--- config.mk ---
export PLATFORM = sky130hd
export DESIGN_NAME = letterbox_nearest_resize_addr_gen
export DESIGN_NICKNAME = d
export VERILOG_FILES = /design/src/ltbx_pkg.sv /design/src/ltbx_div.sv /design/src/ltbx_dp.sv /design/src/ltbx_ctrl.sv /design/src/letterbox_nearest_resize_addr_gen.sv
export SDC_FILE = /design/constraint.sdc
export NUM_CORES = 2
export LEC_CHECK = 0
export BUFFER_PORTS_ARGS = -buffer_cell sky130_fd_sc_hd__buf_4
export CAP_MARGIN = 20
export CORE_ASPECT_RATIO = 0.6
export CORE_MARGIN = 1.5
export CORE_UTILIZATION = 55
export CTS_BUF_LIST = sky130_fd_sc_hd__clkbuf_8
export DETAILED_ROUTE_END_ITERATION = 16
export GPL_TIMING_DRIVEN = 0
export PLACE_DENSITY = 0.75
export SLEW_MARGIN = 20
export SYNTH_ARGS = -nofsm -noshare
export SYNTH_HDL_FRONTEND = slang
export SYNTH_SLANG_ARGS = --single-unit
--- constraint.sdc ---
create_clock -name clk -period 8.4 [get_ports clk]
set_input_delay 0.84 -clock clk [delete_from_list [all_inputs] [get_ports clk]]
set_output_delay 0.84 -clock clk [all_outputs]
set_load 0.01 [all_outputs]
--- src/ltbx_pkg.sv ---
// ----------------------------------------------------------------------------
// ltbx_pkg
// Shared types and constants of the letterbox resize address generator:
// register codes, divider operand selection and the command and status
// groups between the controller and the datapath.
// ----------------------------------------------------------------------------
package ltbx_pkg;

  localparam int REG_W     = 13;
  localparam int CFG_IDX_W = 3;
  localparam int IDX_W     = 24;

  localparam logic [REG_W-1:0] SRC_W_RST = 13'd640;
  localparam logic [REG_W-1:0] SRC_H_RST = 13'd480;
  localparam logic [REG_W-1:0] DST_W_RST = 13'd300;
  localparam logic [REG_W-1:0] DST_H_RST = 13'd300;

  typedef enum logic [CFG_IDX_W-1:0] {
    REG_SRC_W = 3'd0,
    REG_SRC_H = 3'd1,
    REG_DST_W = 3'd2,
    REG_DST_H = 3'd3
  } cfg_reg_t;

  typedef enum logic [1:0] {
    DQ_SCALE_W,
    DQ_SCALE_H,
    DQ_FIT_H,
    DQ_FIT_W
  } div_sel_t;

  typedef struct packed {
    logic     derive_clr;
    logic     div_start;
    div_sel_t div_sel;
    logic     div_store;
    logic     walk_mul;
    logic     walk_add;
    logic     out_load;
  } ltbx_cmd_t;

  typedef struct packed {
    logic cfg_hit;
    logic div_busy;
    logic div_done;
    logic empty;
    logic slot_free;
  } ltbx_sts_t;

endpackage

--- src/ltbx_div.sv ---
// ----------------------------------------------------------------------------
// ltbx_div
// Restoring unsigned divider that produces one quotient bit per cycle.
// ----------------------------------------------------------------------------
module ltbx_div #(
  parameter int W = 27
) (
  input  logic         clk,
  input  logic         rst_n,
  input  logic         clr,
  input  logic         start,
  input  logic [W-1:0] num,
  input  logic [W-1:0] den,
  output logic         busy,
  output logic         done,
  output logic [W-1:0] quo
);

  localparam int CW = $clog2(W + 1);

  logic         busy_r;
  logic         done_r;
  logic [CW-1:0] cnt_r;
  logic [W-1:0] rem_r;
  logic [W-1:0] quo_r;
  logic [W-1:0] den_r;

  logic [W:0]   trial;
  logic [W+1:0] diff;
  logic         take;
  logic [W-1:0] rem_nxt;
  logic [W-1:0] quo_nxt;

  always_comb begin
    trial   = {rem_r, quo_r[W-1]};
    diff    = {1'b0, trial} - {2'b00, den_r};
    take    = ~diff[W+1];
    rem_nxt = take ? diff[W-1:0] : trial[W-1:0];
    quo_nxt = {quo_r[W-2:0], take};
  end

  always_ff @(posedge clk) begin
    if (!rst_n) begin
      busy_r <= 1'b0;
      done_r <= 1'b0;
      cnt_r  <= '0;
    end else if (clr) begin
      busy_r <= 1'b0;
      done_r <= 1'b0;
      cnt_r  <= '0;
    end else if (start) begin
      busy_r <= 1'b1;
      done_r <= 1'b0;
      cnt_r  <= CW'(W);
    end else if (busy_r) begin
      cnt_r <= cnt_r - CW'(1);
      if (cnt_r == CW'(1)) begin
        busy_r <= 1'b0;
        done_r <= 1'b1;
      end
    end else begin
      done_r <= 1'b0;
    end
  end

  always_ff @(posedge clk) begin
    if (start) begin
      rem_r <= '0;
      quo_r <= num;
      den_r <= den;
    end else if (busy_r) begin
      rem_r <= rem_nxt;
      quo_r <= quo_nxt;
    end
  end

  assign busy = busy_r;
  assign done = done_r;
  assign quo  = quo_r;

endmodule

--- src/ltbx_dp.sv ---
// ----------------------------------------------------------------------------
// ltbx_dp
// Datapath: size registers, derivation of scale and margins through the
// shared divider, the raster walk counters, the two multiply stages of the
// address computation and the output register.
// ----------------------------------------------------------------------------
module ltbx_dp #(
  parameter int MAX_DIM   = 4096,
  parameter int FRAC_BITS = 14
) (
  input  logic                             clk,
  input  logic                             rst_n,
  input  logic                             cfg_we,
  input  logic [ltbx_pkg::CFG_IDX_W-1:0]   cfg_index,
  input  logic [ltbx_pkg::REG_W-1:0]       cfg_data,
  input  ltbx_pkg::ltbx_cmd_t              cmd,
  output ltbx_pkg::ltbx_sts_t              sts,
  input  logic                             out_ready,
  output logic                             out_valid,
  output logic [ltbx_pkg::IDX_W-1:0]       out_source_index,
  output logic [ltbx_pkg::IDX_W-1:0]       out_dest_index,
  output logic                             out_frame_last,
  output logic                             out_empty_area
);

  import ltbx_pkg::*;

  localparam int DIM_W = $clog2(MAX_DIM + 1);
  localparam int CNT_W = $clog2(MAX_DIM);
  localparam int SC_W  = DIM_W + FRAC_BITS;
  localparam int CMP_W = (DIM_W > REG_W) ? DIM_W : REG_W;
  localparam int PY_W  = CNT_W + SC_W;
  localparam int PD_W  = CNT_W + 1 + DIM_W;

  function automatic logic [DIM_W-1:0] sat_dim(input logic [REG_W-1:0] v);
    logic [CMP_W-1:0] ve;
    ve = CMP_W'(v);
    if (ve == '0) return DIM_W'(1);
    if (ve > CMP_W'(MAX_DIM)) return DIM_W'(MAX_DIM);
    return DIM_W'(ve);
  endfunction

  logic [REG_W-1:0] src_w_r, src_h_r, dst_w_r, dst_h_r;
  logic [DIM_W-1:0] sw, sh, tw, th;
  logic             cfg_hit;

  logic [SC_W-1:0]  sc_w_r;
  logic [SC_W-1:0]  scale_r;
  logic [CNT_W-1:0] row_margin_r, col_margin_r;
  logic [DIM_W-1:0] act_h_r, act_w_r;

  logic [SC_W-1:0]  div_num, div_den, div_quo;
  logic             div_busy, div_done;

  logic [SC_W-1:0]  sc_max;
  logic [DIM_W-1:0] m_out, m_diff, m_half, m_act;
  logic             fit_ge;

  logic [CNT_W-1:0] row_count_r, col_count_r;
  logic             row_end, col_end, last, empty;

  logic [PY_W-1:0]  py_r, px_r;
  logic [PD_W-1:0]  dprod_r;
  logic [IDX_W-1:0] sy_idx;
  logic [IDX_W-1:0] sprod_r, sx_r, dsum_r;

  logic             out_valid_r;
  logic [IDX_W-1:0] out_src_r, out_dst_r;
  logic             out_last_r, out_empty_r;

  assign sw = sat_dim(src_w_r);
  assign sh = sat_dim(src_h_r);
  assign tw = sat_dim(dst_w_r);
  assign th = sat_dim(dst_h_r);

  always_ff @(posedge clk) begin
    if (!rst_n) begin
      src_w_r <= SRC_W_RST;
      src_h_r <= SRC_H_RST;
      dst_w_r <= DST_W_RST;
      dst_h_r <= DST_H_RST;
    end else if (cfg_we) begin
      unique case (cfg_reg_t'(cfg_index))
        REG_SRC_W: src_w_r <= cfg_data;
        REG_SRC_H: src_h_r <= cfg_data;
        REG_DST_W: dst_w_r <= cfg_data;
        REG_DST_H: dst_h_r <= cfg_data;
        default: ;
      endcase
    end
  end

  always_comb begin
    unique case (cfg_reg_t'(cfg_index)) inside
      REG_SRC_W, REG_SRC_H, REG_DST_W, REG_DST_H: cfg_hit = cfg_we;
      default: cfg_hit = 1'b0;
    endcase
  end

  always_comb begin
    unique case (cmd.div_sel)
      DQ_SCALE_W: begin
        div_num = SC_W'(sw) << FRAC_BITS;
        div_den = SC_W'(tw);
      end
      DQ_SCALE_H: begin
        div_num = SC_W'(sh) << FRAC_BITS;
        div_den = SC_W'(th);
      end
      DQ_FIT_H: begin
        div_num = SC_W'(sh) << FRAC_BITS;
        div_den = scale_r;
      end
      DQ_FIT_W: begin
        div_num = SC_W'(sw) << FRAC_BITS;
        div_den = scale_r;
      end
    endcase
  end

  ltbx_div #(
    .W(SC_W)
  ) u_div (
    .clk  (clk),
    .rst_n(rst_n),
    .clr  (cmd.derive_clr),
    .start(cmd.div_start),
    .num  (div_num),
    .den  (div_den),
    .busy (div_busy),
    .done (div_done),
    .quo  (div_quo)
  );

  always_comb begin
    sc_max = (sc_w_r > div_quo) ? sc_w_r : div_quo;
    if (sc_max == '0) begin
      sc_max = SC_W'(1);
    end
    m_out  = (cmd.div_sel == DQ_FIT_H) ? th : tw;
    fit_ge = div_quo >= SC_W'(m_out);
    m_diff = m_out - DIM_W'(div_quo);
    m_half = fit_ge ? '0 : (m_diff >> 1);
    m_act  = m_out - (m_half << 1);
  end

  always_ff @(posedge clk) begin
    if (cmd.div_store) begin
      unique case (cmd.div_sel)
        DQ_SCALE_W: sc_w_r <= div_quo;
        DQ_SCALE_H: scale_r <= sc_max;
        DQ_FIT_H: begin
          row_margin_r <= CNT_W'(m_half);
          act_h_r      <= m_act;
        end
        DQ_FIT_W: begin
          col_margin_r <= CNT_W'(m_half);
          act_w_r      <= m_act;
        end
      endcase
    end
  end

  assign empty   = (act_h_r == '0) || (act_w_r == '0);
  assign row_end = DIM_W'(row_count_r) == (act_h_r - DIM_W'(1));
  assign col_end = DIM_W'(col_count_r) == (act_w_r - DIM_W'(1));
  assign last    = row_end && col_end;

  always_ff @(posedge clk) begin
    if (!rst_n) begin
      row_count_r <= '0;
      col_count_r <= '0;
    end else if (cmd.derive_clr) begin
      row_count_r <= '0;
      col_count_r <= '0;
    end else if (cmd.out_load) begin
      if (empty || last) begin
        row_count_r <= '0;
        col_count_r <= '0;
      end else if (col_end) begin
        row_count_r <= row_count_r + CNT_W'(1);
        col_count_r <= '0;
      end else begin
        col_count_r <= col_count_r + CNT_W'(1);
      end
    end
  end

  assign sy_idx = IDX_W'(py_r >> FRAC_BITS);

  always_ff @(posedge clk) begin
    if (cmd.walk_mul) begin
      py_r    <= PY_W'(row_count_r) * PY_W'(scale_r);
      px_r    <= PY_W'(col_count_r) * PY_W'(scale_r);
      dprod_r <= (PD_W'(row_margin_r) + PD_W'(row_count_r)) * PD_W'(tw);
    end
    if (cmd.walk_add) begin
      sprod_r <= sy_idx * IDX_W'(sw);
      sx_r    <= IDX_W'(px_r >> FRAC_BITS);
      dsum_r  <= IDX_W'(dprod_r) + IDX_W'(col_margin_r) + IDX_W'(col_count_r);
    end
  end

  always_ff @(posedge clk) begin
    if (!rst_n) begin
      out_valid_r <= 1'b0;
    end else if (cmd.out_load) begin
      out_valid_r <= 1'b1;
    end else if (out_ready) begin
      out_valid_r <= 1'b0;
    end
  end

  always_ff @(posedge clk) begin
    if (cmd.out_load) begin
      if (empty) begin
        out_src_r   <= '0;
        out_dst_r   <= '0;
        out_last_r  <= 1'b1;
        out_empty_r <= 1'b1;
      end else begin
        out_src_r   <= sprod_r + sx_r;
        out_dst_r   <= dsum_r;
        out_last_r  <= last;
        out_empty_r <= 1'b0;
      end
    end
  end

  always_comb begin
    sts.cfg_hit   = cfg_hit;
    sts.div_busy  = div_busy;
    sts.div_done  = div_done;
    sts.empty     = empty;
    sts.slot_free = !out_valid_r || out_ready;
  end

  assign out_valid        = out_valid_r;
  assign out_source_index = out_src_r;
  assign out_dest_index   = out_dst_r;
  assign out_frame_last   = out_last_r;
  assign out_empty_area   = out_empty_r;

endmodule

--- src/ltbx_ctrl.sv ---
// ----------------------------------------------------------------------------
// ltbx_ctrl
// Controller: sequences the four divisions of the size derivation and the
// stages of one address computation, and owns the input handshake.
// ----------------------------------------------------------------------------
module ltbx_ctrl (
  input  logic                 clk,
  input  logic                 rst_n,
  input  logic                 in_valid,
  output logic                 in_ready,
  input  logic                 in_tick,
  input  ltbx_pkg::ltbx_sts_t  sts,
  output ltbx_pkg::ltbx_cmd_t  cmd
);

  import ltbx_pkg::*;

  typedef enum logic [8:0] {
    S_START    = 9'b000000001,
    S_DIV_SCW  = 9'b000000010,
    S_DIV_SCH  = 9'b000000100,
    S_DIV_FITH = 9'b000001000,
    S_DIV_FITW = 9'b000010000,
    S_IDLE     = 9'b000100000,
    S_MUL      = 9'b001000000,
    S_ADD      = 9'b010000000,
    S_PUT      = 9'b100000000
  } state_t;

  state_t state_r, state_nxt;

  assign in_ready = (state_r == S_IDLE) && !sts.cfg_hit;

  always_comb begin
    cmd       = '0;
    state_nxt = state_r;
    unique case (state_r)
      S_START: begin
        cmd.derive_clr = 1'b1;
        state_nxt      = S_DIV_SCW;
      end
      S_DIV_SCW: begin
        cmd.div_sel = DQ_SCALE_W;
        if (sts.div_done) begin
          cmd.div_store = 1'b1;
          state_nxt     = S_DIV_SCH;
        end else if (!sts.div_busy) begin
          cmd.div_start = 1'b1;
        end
      end
      S_DIV_SCH: begin
        cmd.div_sel = DQ_SCALE_H;
        if (sts.div_done) begin
          cmd.div_store = 1'b1;
          state_nxt     = S_DIV_FITH;
        end else if (!sts.div_busy) begin
          cmd.div_start = 1'b1;
        end
      end
      S_DIV_FITH: begin
        cmd.div_sel = DQ_FIT_H;
        if (sts.div_done) begin
          cmd.div_store = 1'b1;
          state_nxt     = S_DIV_FITW;
        end else if (!sts.div_busy) begin
          cmd.div_start = 1'b1;
        end
      end
      S_DIV_FITW: begin
        cmd.div_sel = DQ_FIT_W;
        if (sts.div_done) begin
          cmd.div_store = 1'b1;
          state_nxt     = S_IDLE;
        end else if (!sts.div_busy) begin
          cmd.div_start = 1'b1;
        end
      end
      S_IDLE: begin
        if (in_valid && in_tick) begin
          state_nxt = sts.empty ? S_PUT : S_MUL;
        end
      end
      S_MUL: begin
        cmd.walk_mul = 1'b1;
        state_nxt    = S_ADD;
      end
      S_ADD: begin
        cmd.walk_add = 1'b1;
        state_nxt    = S_PUT;
      end
      S_PUT: begin
        if (sts.slot_free) begin
          cmd.out_load = 1'b1;
          state_nxt    = S_IDLE;
        end
      end
      default: begin
        state_nxt = S_START;
      end
    endcase
    if (sts.cfg_hit) begin
      cmd       = '0;
      state_nxt = S_START;
    end
  end

  always_ff @(posedge clk) begin
    if (!rst_n) begin
      state_r <= S_START;
    end else begin
      state_r <= state_nxt;
    end
  end

endmodule

--- src/letterbox_nearest_resize_addr_gen.sv ---
// ----------------------------------------------------------------------------
// letterbox_nearest_resize_addr_gen
// Address generator for an aspect-preserving nearest-neighbor letterbox
// resize of a one-channel frame.
// ----------------------------------------------------------------------------
// After reset and after every write to a size register the block derives the
// fixed-point scale and the centered margins with one shared bit-serial
// divider: a setup step and four divisions, during which in_ready stays low.
// A transfer with in_tick low gives no result. A transfer with in_tick high
// passes through the accept cycle, the coordinate-times-scale multiply stage,
// the source-row-times-width multiply stage and the output load, which waits
// for a free output slot. When the active area is empty the multiply stages
// are skipped and the accept leads straight to the output load. The next item
// is accepted while the loaded result still waits for out_ready.
// ----------------------------------------------------------------------------
module letterbox_nearest_resize_addr_gen #(
  parameter int MAX_DIM   = 4096,
  parameter int FRAC_BITS = 14
) (
  input  logic                           clk,
  input  logic                           rst_n,
  input  logic                           in_valid,
  output logic                           in_ready,
  input  logic                           in_tick,
  output logic                           out_valid,
  input  logic                           out_ready,
  output logic [ltbx_pkg::IDX_W-1:0]     out_source_index,
  output logic [ltbx_pkg::IDX_W-1:0]     out_dest_index,
  output logic                           out_frame_last,
  output logic                           out_empty_area,
  input  logic                           cfg_we,
  input  logic [ltbx_pkg::CFG_IDX_W-1:0] cfg_index,
  input  logic [ltbx_pkg::REG_W-1:0]     cfg_data
);

  import ltbx_pkg::*;

  ltbx_cmd_t cmd;
  ltbx_sts_t sts;

  ltbx_ctrl u_ctrl (
    .clk     (clk),
    .rst_n   (rst_n),
    .in_valid(in_valid),
    .in_ready(in_ready),
    .in_tick (in_tick),
    .sts     (sts),
    .cmd     (cmd)
  );

  ltbx_dp #(
    .MAX_DIM  (MAX_DIM),
    .FRAC_BITS(FRAC_BITS)
  ) u_dp (
    .clk             (clk),
    .rst_n           (rst_n),
    .cfg_we          (cfg_we),
    .cfg_index       (cfg_index),
    .cfg_data        (cfg_data),
    .cmd             (cmd),
    .sts             (sts),
    .out_ready       (out_ready),
    .out_valid       (out_valid),
    .out_source_index(out_source_index),
    .out_dest_index  (out_dest_index),
    .out_frame_last  (out_frame_last),
    .out_empty_area  (out_empty_area)
  );

endmodule
==> results.yml <==
power:
  p_leak_nw: 25.5
  fin_total_pwr_mw: 6.76
  ir_drop_uv: 173
  powerDensity_nw_per_um2: 115
clock_network:
  cts.sinks: 472
  cts.clk_slew.worst_paths_ns: 0.08
  cts_tree: "done"
  cts-htree-levels: 3
  worstSkewPairLatency_ns: 0.81
  cts_made_buffers: 79
  clockRootBuffer: "clkbuf_8"
  clockBufferDepth: 3
  cts-hold-fix-buffers: 0
synth:
  synth-seq-cells: 472
  yosysUniqueCellTypes: 79
  synth_area_um2: 54500
  synth.area.top_cells: "fa_1 (29%), edfxtp_1 (19%), ha_1 (9.0%)"
  ys.flop_type: "edfxtp_1"
  synth_top_area_share_pct: 29.5
  ys_seq_area_share_pct: 23.8
  syn_area_per_cell_um2: 9.44
  synthesis.nets: 6991
  yosys.area.top_type: "fa_1"
  synthArstFlopShare_pct: 0
  syn_inst: 5772
  yosys_warnings: 0
  synth_edf_count: 352
finish:
  post-route-util_pct: 59.8
  fin_area_um2: 58800
  syn_to_final_growth_pct: 7.86
  num-fill-cells: 8402
  fin_nets: 7156
  layout_common_cells: "inv_1 (1,003), nand2_1 (878), fa_1 (802), ha_1 (394), and2_1 (364)"
  drive_gt1_share_pct: 5.28
  layout_commonest_cell: "inv_1"
die:
  die_area_um2: 101000
  die_x_um: 409
  initial_core_util_pct: 55.5
  core_um2: 98200
  die_h_um: 247
  io_pins: 74
  row_count: 89
sta:
  tns_ns: 0
  fmax_ghz: 0.122
  finalWorstSetupSlack_ns: 0.235
  worst_slew_pin_slew_ns: 1.15
  rsz0062_at_grt: "false"
  setup_viol_count_final: 0
  fin_crit_ns: 8.16
  period_share_pct: 97.2
  maxSlewHeadroom_pct: 23.4
  skew_ns: 0.0641
  slew_viol_final: 0
  hold_viol: 0
global_routing:
  grt_pass1_wl_mm: 259
  grt_max_degree: 49
  busiest_layer: "met1"
  overflow: 0
  grt_util_met3_pct: 16.7
  globalRouteMet1Util_pct: 54.2
  first_global_vias: 41800
  grtUsageTotal_pct: 34.4
  antenna_found_initial: 13
  met2_usage_pct: 41.3
setup_path:
  critPathTopFamily: "adder cells"
  ff2ff_path_depth: 19
  cp.required_ns: 8.94
  end_kind: "flop"
  reg2reg_slack_ns: 0.24
  critPathLaunchType: "flop"
  critPathKind: "flop to flop"
  critPathBufInv: 3
  reg2reg_to: "u_dp.py_r[37]"
  arrival_ns: 8.71
  worstPathCellList: "clkbuf_1 > clkbuf_1 > nand2_1 > fa_1 > fa_1 > fa_1 > fa_1 > fa_1 > inv_1 > ha_1 > and3_1 > nand3_1 > o21ai_1 > a41oi_1 > a31o_2 > o211a_1 > o21ai_0 > a21oi_1 > xnor2_1"
  crit_top_cell: "fa_1"
  max_stage_delay_ns: 0.86
  crit_fanout: 10
  slowest_stage: "dfxtp_1"
  r2r_start: "u_dp.row_count_r[11]"
placed_design:
  globalplace.congestion: 1.04
  dp_slack_ns: -1.75
  port_buffers: 73
  dpl_cell_area_um2: 56900
  dp_hpwl_mm: 139
routing:
  vias: 42800
  route.detailed.drc: 0
  wirelength_mm: 170
  drt_first_pass_iters: 8
  ant_nets: 0
  via_per_inst: 5.84
  wl_per_cell_um: 23.2
  drt_iter0_markers: 5495
worst_hold_path:
  holdPathEnd: "u_dp.dst_w_r[5]"
  worst_hold_path_type: "input pin to flop"
  holdCritStartpoint: "cfg_data[5]"
  min_delay_path_depth: 3
job:
  maxCapViolCount: 0
run_status:
  status: "complete, no violations"
-- how the worst max path moves through the flow --
stage / start / endpoint / slack, ns / cells past startpoint
2_1_floorplan: u_dp.row_count_r[1] / u_dp.dprod_r[23] / 0.41 / 33
3_3_place_gp: u_dp.row_count_r[1] / u_dp.dprod_r[23] / -1.78 / 33
3_5_place_dp: u_dp.row_count_r[1] / u_dp.dprod_r[23] / -1.75 / 33
4_1_cts: u_dp.row_count_r[1] / u_dp.dprod_r[23] / 0.03 / 32
5_1_grt: u_dp.row_margin_r[1] / u_dp.dprod_r[23] / 0.006 / 28
6_report: u_dp.row_count_r[11] / u_dp.py_r[37] / 0.24 / 19
-- flip-flops by register name (all words and copies together), names as in the netlist, 13 cells and up --
| name | cells |
|---|---|
| u_dp.u_div.den_r | 27 |
| u_dp.sprod_r | 24 |
| u_dp.dst_w_r | 13 |
| u_dp.dprod_r | 24 |
| u_dp.act_h_r | 13 |
| u_dp.out_source_index | 24 |
| u_dp.sc_w_r | 27 |
| u_dp.out_dest_index | 24 |
| u_dp.sx_r | 24 |
| u_dp.u_div.quo | 27 |
| u_dp.src_w_r | 13 |
| u_dp.py_r | 24 |
| u_dp.u_div.rem_r | 27 |
| u_dp.dst_h_r | 13 |
| u_dp.px_r | 24 |
| u_dp.act_w_r | 13 |
| u_dp.src_h_r | 13 |
| u_dp.scale_r | 27 |
| u_dp.dsum_r | 24 |
-- power breakdown --
group | leakage, nW | switching [mW] | internal, mW
Sequential | 4.18 | 0.0793 | 2.62
Clock | 0.877 | 1.13 | 1.06
Combinational | 20.4 | 1.15 | 0.721
-- kinds of logic (layout without fill, tap and decap cells) --
logic type / after synthesis / in the layout / synth area share, %
AOI/OAI and AO/OA: 624 / 624 / 7.39
xor gates and xnor gates: 242 / 242 / 3.89
adders and majority gates: 1197 / 1197 / 38.5
buffers and inverters: 1243 / 1471 / 8.57
DFF: 472 / 472 / 23.8
muxes: 35 / 35 / 0.705
other: 0 / 14 / 0
and+or+nand+nor: 1959 / 1959 / 17.1
-- routing by layer --
| metal | vias to the layer above | routed length (µm) | share of wire [%] |
|---|---|---|---|
| li1 | 18600 | - | - |
| met3 | 209 | 30400 | 18 |
| met1 | 21300 | 77000 | 45 |
| met2 | 2679 | 60100 | 35 |
| met5 | - | 138 | 0.081 |
| met4 | 8 | 2780 | 1.6 |
-- worst min-delay path, stage by stage --
cell and delay (ns):
buf_4 0.16, nand2_1 0.07, nand3_1 0.07
-- area by class of cell --
class	count	area [µm²]	share of cell area, %
clock inverter	60	453	0.771
tap	1319	1650	2.81
multi-input combinational	4057	37100	63.1
antenna	14	35.0	0.0596
timing repair buffer	86	733	1.25
buffer	250	978	1.66
sequential	472	13000	22.1
clock buffer	84	1160	1.97
inverter	991	3720	6.33
-- per-stage QoR --
stage,instances,hold slack (ns)
final,7333,0.409
after global routing,7323,0.384
after CTS,7318,0.348
after detailed placement,7173,0.406
after global placement,7164,0.404
after floorplan,5772,0.400
-- synth_stat cells (8+ instances only) --
| master | count |
|---|---|
| a22oi_1 | 11 |
| and3_1 | 33 |
| o31a_1 | 8 |
| xnor2_1 | 162 |
| clkbuf_1 | 231 |
| nor2b_1 | 68 |
| edfxtp_1 | 352 |
| a211oi_1 | 21 |
| o31ai_1 | 8 |
| or3_1 | 18 |
| nand4_1 | 29 |
| mux2_2 | 27 |
| nand2_1 | 878 |
| a21o_1 | 36 |
| a31oi_1 | 18 |
| o21ai_0 | 143 |
| o21bai_1 | 18 |
| o21a_1 | 38 |
| nand4b_1 | 8 |
| nand3b_1 | 13 |
| nor3b_1 | 12 |
| xor2_1 | 80 |
| buf_1 | 15 |
| o2111ai_1 | 9 |
| nor4_1 | 31 |
| a21oi_1 | 178 |
| nand2b_1 | 47 |
| or2_2 | 14 |
| a21boi_0 | 49 |
| mux2i_1 | 8 |
| and2_1 | 364 |
| inv_1 | 991 |
| nor3_1 | 74 |
| a221oi_1 | 17 |
| ha_1 | 394 |
| nand3_1 | 72 |
| dfxtp_1 | 120 |
| nor2_1 | 277 |
| fa_1 | 803 |
-- repair_timing --
action,4_1_cts,5_1_grt
endpoints found under the setup margin,11,17
gates resized for setup,20,32
buffers inserted,2,1
pin swaps,1,3
gates cloned,0,0
Note: power is estimated with default switching activity, not from simulation.
